## src/rtl/slru_pkg.sv

```systemverilog
// ----------------------------------------------------------------------------
// slru_pkg - shared types and codes of the sectioned LRU stack
// Word layouts of both channels, op and error codes, register indexes.
// ----------------------------------------------------------------------------
package slru_pkg;

    localparam int ENTRIES_DEF = 16;
    localparam int SLOT_W      = 4;
    localparam int SLOT_COUNT  = 16;
    localparam int CFG_W       = 5;
    localparam int COUNT_OUT_W = 5;
    // wide enough for any 1-based position up to the largest stack plus one
    localparam int POS_W       = 8;

    localparam logic [1:0] OP_INSERT = 2'd0;
    localparam logic [1:0] OP_REMOVE = 2'd1;
    localparam logic [1:0] OP_TOUCH  = 2'd2;

    localparam logic [1:0] ERR_OK     = 2'd0;
    localparam logic [1:0] ERR_DUP    = 2'd1;
    localparam logic [1:0] ERR_ABSENT = 2'd2;
    localparam logic [1:0] ERR_FULL   = 2'd3;

    localparam logic CFG_NEW_COUNT = 1'b0;
    localparam logic CFG_OLD_START = 1'b1;

    typedef struct packed {
        logic [1:0]        op;
        logic [SLOT_W-1:0] slot;
    } t_in_word;

    typedef struct packed {
        logic                   was_new;
        logic                   was_old;
        logic [SLOT_W-1:0]      lru_slot;
        logic                   lru_valid;
        logic [COUNT_OUT_W-1:0] entry_count;
        logic [1:0]             error;
    } t_out_word;

    // per-cycle command broadcast to every cell
    typedef struct packed {
        logic              shift_left;   // insert: every cell takes its left neighbor
        logic              touch;        // touch: cells up to the hit take left neighbor
        logic              remove;       // remove: cells from the hit take right neighbor
        logic [SLOT_W-1:0] key;
    } t_cell_ctl;

endpackage

```

## src/rtl/slru_cell.sv

```systemverilog
// ----------------------------------------------------------------------------
// slru_cell - one recency position of the stack
// Holds one slot number, matches it against the key and shifts with its
// neighbors on insert, touch and remove.
// ----------------------------------------------------------------------------
module slru_cell
    import slru_pkg::*;
#(
    parameter int INDEX = 0,
    parameter int CNT_W = 5
) (
    input  logic              i_clk,
    input  t_cell_ctl         i_ctl,
    input  logic [CNT_W-1:0]  i_count,
    input  logic [CFG_W-1:0]  i_new_count,
    input  logic [CFG_W-1:0]  i_old_start,
    input  logic [SLOT_W-1:0] i_left_slot,
    input  logic [SLOT_W-1:0] i_right_slot,
    input  logic              i_seen,
    output logic              o_seen,
    output logic [SLOT_W-1:0] o_slot,
    output logic              o_hit_new,
    output logic              o_hit_old,
    output logic              o_last_hit,
    output logic [SLOT_W-1:0] o_last_slot,
    output logic [SLOT_W-1:0] o_prev_slot
);

    localparam logic [POS_W-1:0] POS = POS_W'(INDEX + 1);

    logic [SLOT_W-1:0] r_slot;
    logic [SLOT_W-1:0] n_slot;
    logic [POS_W-1:0]  w_count;
    logic              w_held;
    logic              w_match;
    logic              w_last;
    logic              w_prev;

    assign w_count = POS_W'(i_count);
    assign w_held  = POS <= w_count;
    assign w_match = w_held && (r_slot == i_ctl.key);
    assign w_last  = POS == w_count;
    assign w_prev  = (POS + POS_W'(1)) == w_count;

    assign o_seen      = i_seen | w_match;
    assign o_slot      = r_slot;
    assign o_hit_new   = w_match && (POS <= POS_W'(i_new_count));
    assign o_hit_old   = w_match && (POS >= POS_W'(i_old_start));
    assign o_last_hit  = w_match && w_last;
    assign o_last_slot = w_last ? r_slot : '0;
    assign o_prev_slot = w_prev ? r_slot : '0;

    always_comb begin
        n_slot = r_slot;
        if (i_ctl.shift_left) begin
            n_slot = i_left_slot;
        end else if (i_ctl.touch && !i_seen) begin
            // at or above the hit: move one toward the tail
            n_slot = i_left_slot;
        end else if (i_ctl.remove && o_seen) begin
            // at or below the hit: close the gap
            n_slot = i_right_slot;
        end
    end

    always_ff @(posedge i_clk) begin
        r_slot <= n_slot;
    end

endmodule

```

## src/rtl/sectioned_lru_stack.sv

```systemverilog
// ----------------------------------------------------------------------------
// sectioned_lru_stack - recency stack with new / middle / old sections
// Keeps cache slots in recency order in a row of cells, most recent first.
// ----------------------------------------------------------------------------
// Usage:
//   Input channel (i_in_valid / o_in_stall / i_in_word): op and slot.
//   Output channel (o_out_valid / i_out_stall / o_out_word): one result word
//   per input word, in order.
//   Config port: i_cfg_we writes i_cfg_data to register i_cfg_idx
//   (new_count, old_start); write only while the block is idle.
// Latency and throughput:
//   One word per cycle unless stalled. The cell row updates every position in
//   the cycle the word is taken; the result word shows the next cycle from the
//   output register. The critical path is the hit chain through all ENTRIES cells.
// Reset:
//   i_rst_n low clears the slot-held flags and count, empties the output
//   register and loads new_count 4 and old_start 13.
// Stall:
//   While a result word is held under i_out_stall, o_in_stall is raised and
//   no new word is taken; the held result does not change.
// ----------------------------------------------------------------------------
module sectioned_lru_stack
    import slru_pkg::*;
#(
    parameter int ENTRIES = ENTRIES_DEF
) (
    input  logic             i_clk,
    input  logic             i_rst_n,
    input  logic             i_in_valid,
    output logic             o_in_stall,
    input  t_in_word         i_in_word,
    output logic             o_out_valid,
    input  logic             i_out_stall,
    output t_out_word        o_out_word,
    input  logic             i_cfg_we,
    input  logic             i_cfg_idx,
    input  logic [CFG_W-1:0] i_cfg_data
);

    localparam int CNT_W = $clog2(ENTRIES + 1);

    logic [CNT_W-1:0]      r_count;
    logic [CNT_W-1:0]      n_count;
    logic [SLOT_COUNT-1:0] r_present;
    logic [SLOT_COUNT-1:0] n_present;
    logic [CFG_W-1:0]      r_new_count;
    logic [CFG_W-1:0]      r_old_start;
    logic                  r_out_valid;
    t_out_word             r_out_word;
    t_out_word             n_out_word;

    t_cell_ctl             w_ctl;
    logic                  w_accept;
    logic                  w_present;
    logic                  w_full;
    logic                  w_commit;
    logic [1:0]            w_err;
    logic [SLOT_W-1:0]     w_lru;

    logic [ENTRIES:0]      w_seen;
    logic [SLOT_W-1:0]     w_slot      [ENTRIES];
    logic [ENTRIES-1:0]    w_hit_new;
    logic [ENTRIES-1:0]    w_hit_old;
    logic [ENTRIES-1:0]    w_last_hit;
    logic [SLOT_W-1:0]     w_last_slot [ENTRIES];
    logic [SLOT_W-1:0]     w_prev_slot [ENTRIES];
    logic [SLOT_W-1:0]     w_last;
    logic [SLOT_W-1:0]     w_prev;

    assign o_in_stall  = r_out_valid & i_out_stall;
    assign w_accept    = i_in_valid & ~o_in_stall;
    assign o_out_valid = r_out_valid;
    assign o_out_word  = r_out_word;

    assign w_present = r_present[i_in_word.slot];
    assign w_full    = r_count >= CNT_W'(ENTRIES);
    assign w_seen[0] = 1'b0;

    // error code and whether the state changes
    always_comb begin
        w_err    = ERR_OK;
        w_commit = 1'b0;
        case (i_in_word.op)
            OP_INSERT: begin
                if (w_present) begin
                    w_err = ERR_DUP;
                end else if (w_full) begin
                    w_err = ERR_FULL;
                end else begin
                    w_commit = 1'b1;
                end
            end
            OP_REMOVE, OP_TOUCH: begin
                if (!w_present) begin
                    w_err = ERR_ABSENT;
                end else begin
                    w_commit = 1'b1;
                end
            end
            default: begin
                w_err    = ERR_OK;
                w_commit = 1'b0;
            end
        endcase
    end

    always_comb begin
        w_ctl.key        = i_in_word.slot;
        w_ctl.shift_left = w_accept && w_commit && (i_in_word.op == OP_INSERT);
        w_ctl.remove     = w_accept && w_commit && (i_in_word.op == OP_REMOVE);
        w_ctl.touch      = w_accept && w_commit && (i_in_word.op == OP_TOUCH);
    end

    for (genvar g = 0; g < ENTRIES; g++) begin : g_cell
        logic [SLOT_W-1:0] w_left;
        logic [SLOT_W-1:0] w_right;

        if (g == 0) begin : g_head
            assign w_left = i_in_word.slot;
        end else begin : g_body
            assign w_left = w_slot[g-1];
        end
        if (g == ENTRIES - 1) begin : g_tail
            assign w_right = '0;
        end else begin : g_inner
            assign w_right = w_slot[g+1];
        end

        slru_cell #(
            .INDEX (g),
            .CNT_W (CNT_W)
        ) u_cell (
            .i_clk        (i_clk),
            .i_ctl        (w_ctl),
            .i_count      (r_count),
            .i_new_count  (r_new_count),
            .i_old_start  (r_old_start),
            .i_left_slot  (w_left),
            .i_right_slot (w_right),
            .i_seen       (w_seen[g]),
            .o_seen       (w_seen[g+1]),
            .o_slot       (w_slot[g]),
            .o_hit_new    (w_hit_new[g]),
            .o_hit_old    (w_hit_old[g]),
            .o_last_hit   (w_last_hit[g]),
            .o_last_slot  (w_last_slot[g]),
            .o_prev_slot  (w_prev_slot[g])
        );
    end

    always_comb begin
        w_last = '0;
        w_prev = '0;
        for (int k = 0; k < ENTRIES; k++) begin
            w_last = w_last | w_last_slot[k];
            w_prev = w_prev | w_prev_slot[k];
        end
    end

    // tail slot after the step, from the current row
    always_comb begin
        w_lru = w_last;
        if (w_commit) begin
            case (i_in_word.op)
                OP_INSERT: begin
                    if (r_count == '0) begin
                        w_lru = i_in_word.slot;
                    end
                end
                OP_REMOVE: begin
                    if (|w_last_hit) begin
                        w_lru = w_prev;
                    end
                end
                OP_TOUCH: begin
                    if (|w_last_hit) begin
                        w_lru = (r_count == CNT_W'(1)) ? i_in_word.slot : w_prev;
                    end
                end
                default: begin
                    w_lru = w_last;
                end
            endcase
        end
    end

    always_comb begin
        n_count   = r_count;
        n_present = r_present;
        if (w_ctl.shift_left) begin
            n_count                   = r_count + CNT_W'(1);
            n_present[i_in_word.slot] = 1'b1;
        end else if (w_ctl.remove) begin
            n_count                   = r_count - CNT_W'(1);
            n_present[i_in_word.slot] = 1'b0;
        end
    end

    always_comb begin
        n_out_word.was_new     = |w_hit_new;
        n_out_word.was_old     = |w_hit_old;
        n_out_word.lru_slot    = w_lru;
        n_out_word.entry_count = COUNT_OUT_W'(n_count);
        n_out_word.lru_valid   = n_count != '0;
        n_out_word.error       = w_err;
        // count moves only on a committed insert or remove
        if (!w_commit) begin
            n_out_word.entry_count = COUNT_OUT_W'(r_count);
            n_out_word.lru_valid   = r_count != '0;
        end
    end

    always_ff @(posedge i_clk) begin
        if (!i_rst_n) begin
            r_count     <= '0;
            r_present   <= '0;
            r_new_count <= CFG_W'(4);
            r_old_start <= CFG_W'(13);
            r_out_valid <= 1'b0;
        end else begin
            if (w_accept) begin
                r_count   <= n_count;
                r_present <= n_present;
            end
            if (i_cfg_we) begin
                case (i_cfg_idx)
                    CFG_NEW_COUNT: r_new_count <= i_cfg_data;
                    CFG_OLD_START: r_old_start <= i_cfg_data;
                    default:       r_new_count <= r_new_count;
                endcase
            end
            if (w_accept) begin
                r_out_valid <= 1'b1;
            end else if (!i_out_stall) begin
                r_out_valid <= 1'b0;
            end
        end
    end

    // hold the result word while stalled
    always_ff @(posedge i_clk) begin
        if (w_accept) begin
            r_out_word <= n_out_word;
        end
    end

endmodule
```

## config.mk

```make
export PLATFORM = sky130hd
export DESIGN_NAME = sectioned_lru_stack
export DESIGN_NICKNAME = d
export VERILOG_FILES = /design/src/rtl/slru_pkg.sv /design/src/rtl/slru_cell.sv /design/src/rtl/sectioned_lru_stack.sv
export SDC_FILE = /design/constraint.sdc
export NUM_CORES = 1
export LEC_CHECK = 0
export ABC_AREA = 1
export BUFFER_PORTS_ARGS = -buffer_cell sky130_fd_sc_hd__buf_2
export CAP_MARGIN = 20
export CORE_AREA = 2 2 114 116
export CTS_CLUSTER_DIAMETER = 40
export DETAILED_ROUTE_END_ITERATION = 8
export DIE_AREA = 0 0 116 118
export PLACE_DENSITY = 0.91
export SYNTH_ARGS = -nofsm -noshare
export SYNTH_HDL_FRONTEND = slang
export SYNTH_SLANG_ARGS = --single-unit
export TNS_END_PERCENT = 5
```

## constraint.sdc

```tcl
create_clock -name i_clk -period 5.7 [get_ports i_clk]
set_clock_uncertainty 0.15 [all_clocks]
set_input_delay 0.57 -clock i_clk [delete_from_list [all_inputs] [get_ports i_clk]]
set_output_delay 0.57 -clock i_clk [all_outputs]
set_load 0.1 [all_outputs]
```

==> reports/metrics.yaml, run 1 <==
power_switching_uw: 522
fmax_mhz: 242
swShare: 0.295
grt_first_pass_wirelength_um: 42000
synthMuxAreaShare: 0
period_share: 0.724
grt_pass1_vias: 7449
power.total_uw: 1770
cts_max_path_buffers: 2
hold_violations: 0
netlist_instances: 1097
grt_usage: 0.409
crit_start: "i_in_word[1]"
r2r_start: "r_count[1]"
seqPwrFrac: 0.506
placed_cell_area_um2: 8120
min_period_ns: 4.13
cp.required_ns: 5.61
synth_top_family_by_area: "simple AND/OR/NAND/NOR gates"
cts_max_level: 3
worst-endpoint-arrival_ns: 4.04
grt_max_degree: 39
yosysWarnings: 0
setup_viol: 0
drc: 1
place_inst: 1276
start_util: 0.637
synth-simple-area-share: 0.296
cts.clk_slew.worst_paths_ns: 0.07
die_y_um: 118
synthAdderAreaFrac: 0.0142
layout-drive-gt1-share: 0.0964
clockPowerShare: 0.355
dr.pass1.iters: 9
wl_per_cell_um: 21.3
antenna_cells: 0
internal_power_uw: 1250
dieArea_um2: 13700
cts_sinks: 110
worstSkewPairLatency_ns: 0.37
synth_top_area_share: 0.296
io-pin-count: 33
rows: 41
cts_tree: "done"
antenna_found_initial: 0
worstMarginPinSlew_ns: 0.909
ctsHoldBuffers: 0
synth_flop_cell: "edfxtp_1"
synth_xor_xnor_area_share: 0.0421
max_cap_violations: 0
synth_cell_types: 52
syn_area_per_cell_um2: 7.21
cp-start-kind: "primary input"
synth_area_leaders: "edfxtp_1 (30%), nand2_1 (15%), dfxtp_1 (8.1%)"
synth_most_common_cell: "nand2_1"
cp_max_fo: 26
cts-root-buf: "clkbuf_16"
core-area_um2: 12400
synth-edff-count: 78
grt.overflow.total: 0
fin_tns_setup_ns: 0
end_kind: "flop"
grt_setup_unrepaired: "no"
post-synth-top-area-cell: "edfxtp_1"
synth_compound_area_frac: 0.175
status: "finished, violations left"
post_cts_buffers: 0
dp_hpwl_um: 20900
cts_resized: 0
finalMaxSlewViolations: 0
path_class: "in2reg"
finalInstanceArea_um2: 8410
yosys-top-cells-count: "nand2_1 (317), inv_1 (135), nor2_1 (103)"
async_flop_share: 0
gp_congestion: 1.09
hp-start: "i_cfg_data[0]"
slew_headroom: 0.392
powerDensity_nw_per_um2: 211
fin_cells: 1292
die_w_um: 116
peakVddDrop_mv: 0.160
synth-seq-cells: 110
violations: "DRC"
yosysSeqAreaShare: 0.377
port_buffers: 32
syn_nets: 1123
nets: 1141
antenna_left: 0
hold_path_class: "in2reg"
drtIter0Drc: 1584
num_vias: 8066
syn2layout_area_growth_pct: 6.34
fill_cells: 1095
synth_area_um2: 7910
cts_buffers: 9
comb_power_share: 0.140
viasPerCell: 6.24
power_leakage_uw: 0.00382
drt_wl_total_um: 27600
## worst paths after layout
path	endpoint	slack, ns	depth (start not counted)
setup / recovery	g_cell[14].u_cell.o_slot[2]	1.57	13
setup reg to reg	g_cell[14].u_cell.o_slot[2]	1.86	11
hold / removal	r_old_start[0]	0.31	3
hold reg to reg	o_out_valid	0.34	2
## per-stage QoR
step | util | worst slack (ns) | hold slack, ns
floorplan | - | 1.88 | 0.327
global placement | 0.654 | 1.52 | 0.318
finish | 0.678 | 1.57 | 0.307
CTS | 0.678 | 1.80 | 0.305
global route | 0.678 | 1.49 | 0.304
detailed placement | 0.654 | 1.45 | 0.328
## logic make-up after synthesis
logic type / Yosys count
simple gates: 531
flops: 110
compound gates: 233
buf+inv: 176
fa+ha+maj: 9
xor+xnor: 38
## layout make-up
cell class                 instances  area, µm²  area share
sequential                       110       2980       0.354
clock buffer                      10        239      0.0284
inverter                         146        551      0.0654
tap                              172        215      0.0256
multi-input combinational        811       4170       0.496
timing repair buffer              37        198      0.0235
clock inverter                     6       56.3     0.00669
## routing by layer
layer | wire length, µm | GRT usage | up-vias
li1 | - | - | 3708
met1 | 10700 | 0.554 | 3646
met2 | 12400 | 0.626 | 603
met3 | 3110 | 0.0793 | 109
met4 | 1420 | 0.195 | 0
met5 | 0 | 0 | -
## critical path, cell delays in order
cell and delay (ns):
buf_2 0.54, inv_1 0.50, nand2_1 0.18, nand2_1 0.06
nand2_1 0.08, nand2_1 0.06, nor2_2 0.13, nand3_2 0.09
nand2_4 0.17, nand3_1 0.65, inv_1 0.62, o21ai_0 0.18
nand2_1 0.18
## power groups by stage
stage	Clock [µW]	Sequential, µW	Combinational [µW]
after floorplan	0	955	136
after global placement	0	912	237
after detailed placement	0	912	240
after CTS	626	894	242
after global routing	656	897	265
final	628	895	248
## layout by cell type, fill, tap and decap left out, types with 3 or more instances in the layout
cell and instances:
nand3_1 31, nand2_1 317, dfxtp_1 32, nor3_1 11, nor4_1 6, buf_2 32
edfxtp_1 78, buf_4 5, nor2_1 102, a2111oi_0 3, o21ai_0 98, a21oi_1 48
nand2_4 3, nand3_2 5, clkbuf_16 9, o22ai_1 29, o221ai_1 7, xnor2_1 5
o21ai_1 6, nand2_2 9, inv_1 135, nor2_2 5, o211ai_1 15, a221oi_1 8
inv_2 10, nand4_1 27, ha_1 9, o21ai_2 4, a21oi_2 3, xor2_1 33
Note: power is estimated with default switching activity, not from simulation.
==> inputs of run 2 (changes only) <==
--- a/config.mk
+++ b/config.mk
@@ -8,11 +8,11 @@
 export ABC_AREA = 1
 export BUFFER_PORTS_ARGS = -buffer_cell sky130_fd_sc_hd__buf_2
 export CAP_MARGIN = 20
-export CORE_AREA = 2 2 114 116
+export CORE_AREA = 2 2 116 118
 export CTS_CLUSTER_DIAMETER = 40
 export DETAILED_ROUTE_END_ITERATION = 8
-export DIE_AREA = 0 0 116 118
-export PLACE_DENSITY = 0.91
+export DIE_AREA = 0 0 118 120
+export PLACE_DENSITY = 0.88
 export SYNTH_ARGS = -nofsm -noshare
 export SYNTH_HDL_FRONTEND = slang
 export SYNTH_SLANG_ARGS = --single-unit
==> constraint.sdc (replaced) <==
create_clock -name i_clk -period 3.95 [get_ports i_clk]
set_clock_uncertainty 0.15 [all_clocks]
set_input_delay 0.395 -clock i_clk [delete_from_list [all_inputs] [get_ports i_clk]]
set_output_delay 0.395 -clock i_clk [all_outputs]
set_load 0.1 [all_outputs]
==> reports/metrics.yaml, run 2 (synthesis gave the netlist of run 1 again) <==
max_cap_violations: 0  # unchanged
min_path_cells: 3  # unchanged
hp-start: "i_cfg_data[2]"
fmax_mhz: 292
io-pin-count: 33  # unchanged
clockPowerShare: 0.348  # -0.007
num_vias: 8108  # +0.52%
setup_viol: 0  # unchanged
core-area_um2: 13000  # +4.6%
grt_first_pass_wirelength_um: 43100  # +2.7%
hold_violations: 0  # unchanged
worstMarginPinSlew_ns: 0.752  # -0.157 ns
grt_setup_unrepaired: "no"
fin_tns_setup_ns: 0  # unchanged
antenna_left: 0  # unchanged
drtIter0Drc: 1141  # -28%
swShare: 0.297  # +0.00185
wl_per_cell_um: 21.6  # +1.3%
r2r-end: "g_cell[15].u_cell.o_slot[2]"
hold-path-endpoint: "r_new_count[2]"
finalMaxSlewViolations: 0  # unchanged
cts_resized: 0  # unchanged
seqPwrFrac: 0.508  # +0.002
path_delay_family: "simple AND/OR/NAND/NOR gates"
final_common_cell: "nand2_1"
min_period_ns: 3.43
cp.required_ns: 3.86  # -1.75 ns
cts_tree: "done"
path_cells: "inv_1 > ha_1 > inv_1 > nor3_4 > a21oi_2 > nand3_2 > nand2_4 > nand3_2 > nand2_1 > nand3_4 > inv_2 > nand3_2 > nand2_1"
dieArea_um2: 14200  # +3.4%
die_y_um: 120  # +1.7%
ctsHoldBuffers: 0  # unchanged
period_share: 0.868
antenna_found_initial: 0  # unchanged
multi_input_area_um2: 4170  # unchanged
die_w_um: 118  # +1.7%
worstSkewPairLatency_ns: 0.36  # about the same
cts-root-buf: "clkbuf_16"
worst-endpoint-arrival_ns: 3.34  # -0.70 ns
powerDensity_nw_per_um2: 299  # +42%
r2r_slack_ns: 0.52  # -1.34 ns
syn2layout_area_growth_pct: 7.53
seqCellArea_um2: 2980  # unchanged
gp_congestion: 1.06  # -2.2%
drc: 0  # -1
layout-drive-gt1-share: 0.106  # +0.00948
peakVddDrop_mv: 0.242  # +51%
rows: 42  # +2.4%
grt_max_degree: 39  # unchanged
hold_path_class: "in2reg"
cts_buffers: 9  # unchanged
viasPerCell: 6.19  # -0.78%
dr.pass1.iters: 8  # -1
grt.overflow.total: 0  # unchanged
end_kind: "flop"
comb_power_share: 0.144  # +0.004
cts_max_path_buffers: 2  # unchanged
cp-start-kind: "flop"
post_cts_buffers: 0  # unchanged
drt_wl_total_um: 28300  # +2.7%
cts_max_level: 3  # unchanged
path_class: "reg2reg"
final_cell_mix: "nand2_1 (317), inv_1 (135), nor2_1 (102), o21ai_0 (98), edfxtp_1 (78)"
start_util: 0.610  # -0.0278
cts_sinks: 110  # unchanged
power_switching_uw: 754  # +44%
slowest_delay_ns: 0.53  # -0.12 ns
nets: 1154  # +1.1%
antenna_cells: 0  # unchanged
timing.critical_path.mode_cell: "nand3_2"
port_buffers: 32  # unchanged
fin_hold_ws_ns: 0.131  # -0.176 ns
crit_slowest_cell: "dfxtp_1"
power_leakage_uw: 0.00389  # +1.6%
dp_hpwl_um: 21700  # +3.7%
reg2reg_depth: 13  # +2
status: "completed"
grt_usage: 0.404  # -0.00545
fill_cells: 1178  # +7.6%
cp_max_fo: 16  # -38%
grt_pass1_vias: 7381  # -0.91%
cts.clk_slew.worst_paths_ns: 0.08  # about the same
internal_power_uw: 1790  # +43%
r2r_start: "r_count[1]"
slew_headroom: 0.494  # +0.102
crit_buf_inv: 3  # unchanged
run 2: changes by cell type in the layout (fill, tap and decap cells not counted), sizes merged:
cell | previous run | this run
clkinv | 4 | 2
buf | 37 | 50
inv | 148 | 150
run 2: layout make-up:
type,instances,area share
clock buffer,10,0.0269
clock inverter,6,0.00529
inverter,146,0.0647
multi-input combinational,811,0.490
sequential,110,0.351
tap,176,0.0259
timing repair buffer,50,0.0362
run 2: worst max-delay path by stage:
stage,start,to,slack [ns],cells after the start
after detailed placement,r_count[1],g_cell[15].u_cell.o_slot[3],0.60,13
after global placement,r_count[1],g_cell[13].u_cell.o_slot[0],0.73,15
final,r_count[1],g_cell[15].u_cell.o_slot[2],0.52,13
after global routing,r_count[1],g_cell[15].u_cell.o_slot[2],0.29,13
after CTS,r_count[1],g_cell[15].u_cell.o_slot[3],0.57,13
after floorplan,o_out_valid,g_cell[0].u_cell.o_slot[0],0.13,8
run 2: per-layer routing:
metal,GRT usage,wire [µm],vias up
li1,-,-,3738
met1,0.532,10800,3688
met2,0.630,12600,566
met3,0.0760,3250,116
met4,0.221,1650,0
met5,0,0,-
run 2: through the flow:
step                instances  utilization  cell area (µm²)  power (µW)  setup slack (ns)
detailed placement       1293        0.634             8230        1670             0.598
CTS                      1309        0.655             8510        2530             0.567
finish                   1309        0.655             8510        2540             0.521
global placement         1293        0.634             8230        1670             0.727
floorplan                1097            -             7910        1570             0.127
global route             1309        0.655             8510        2610             0.287
run 2: power groups by stage:
stage | combinational, µW | sequential, µW | clock (µW)
after global placement | 351 | 1320 | 0
after floorplan | 197 | 1380 | 0
final | 365 | 1290 | 883
after detailed placement | 354 | 1320 | 0
after CTS | 356 | 1290 | 880
after global routing | 391 | 1290 | 926
run 2: worst min-delay path: stages:
cell	delay, ns
buf_2	0.10
nand2_1	0.05
nand3_1	0.06
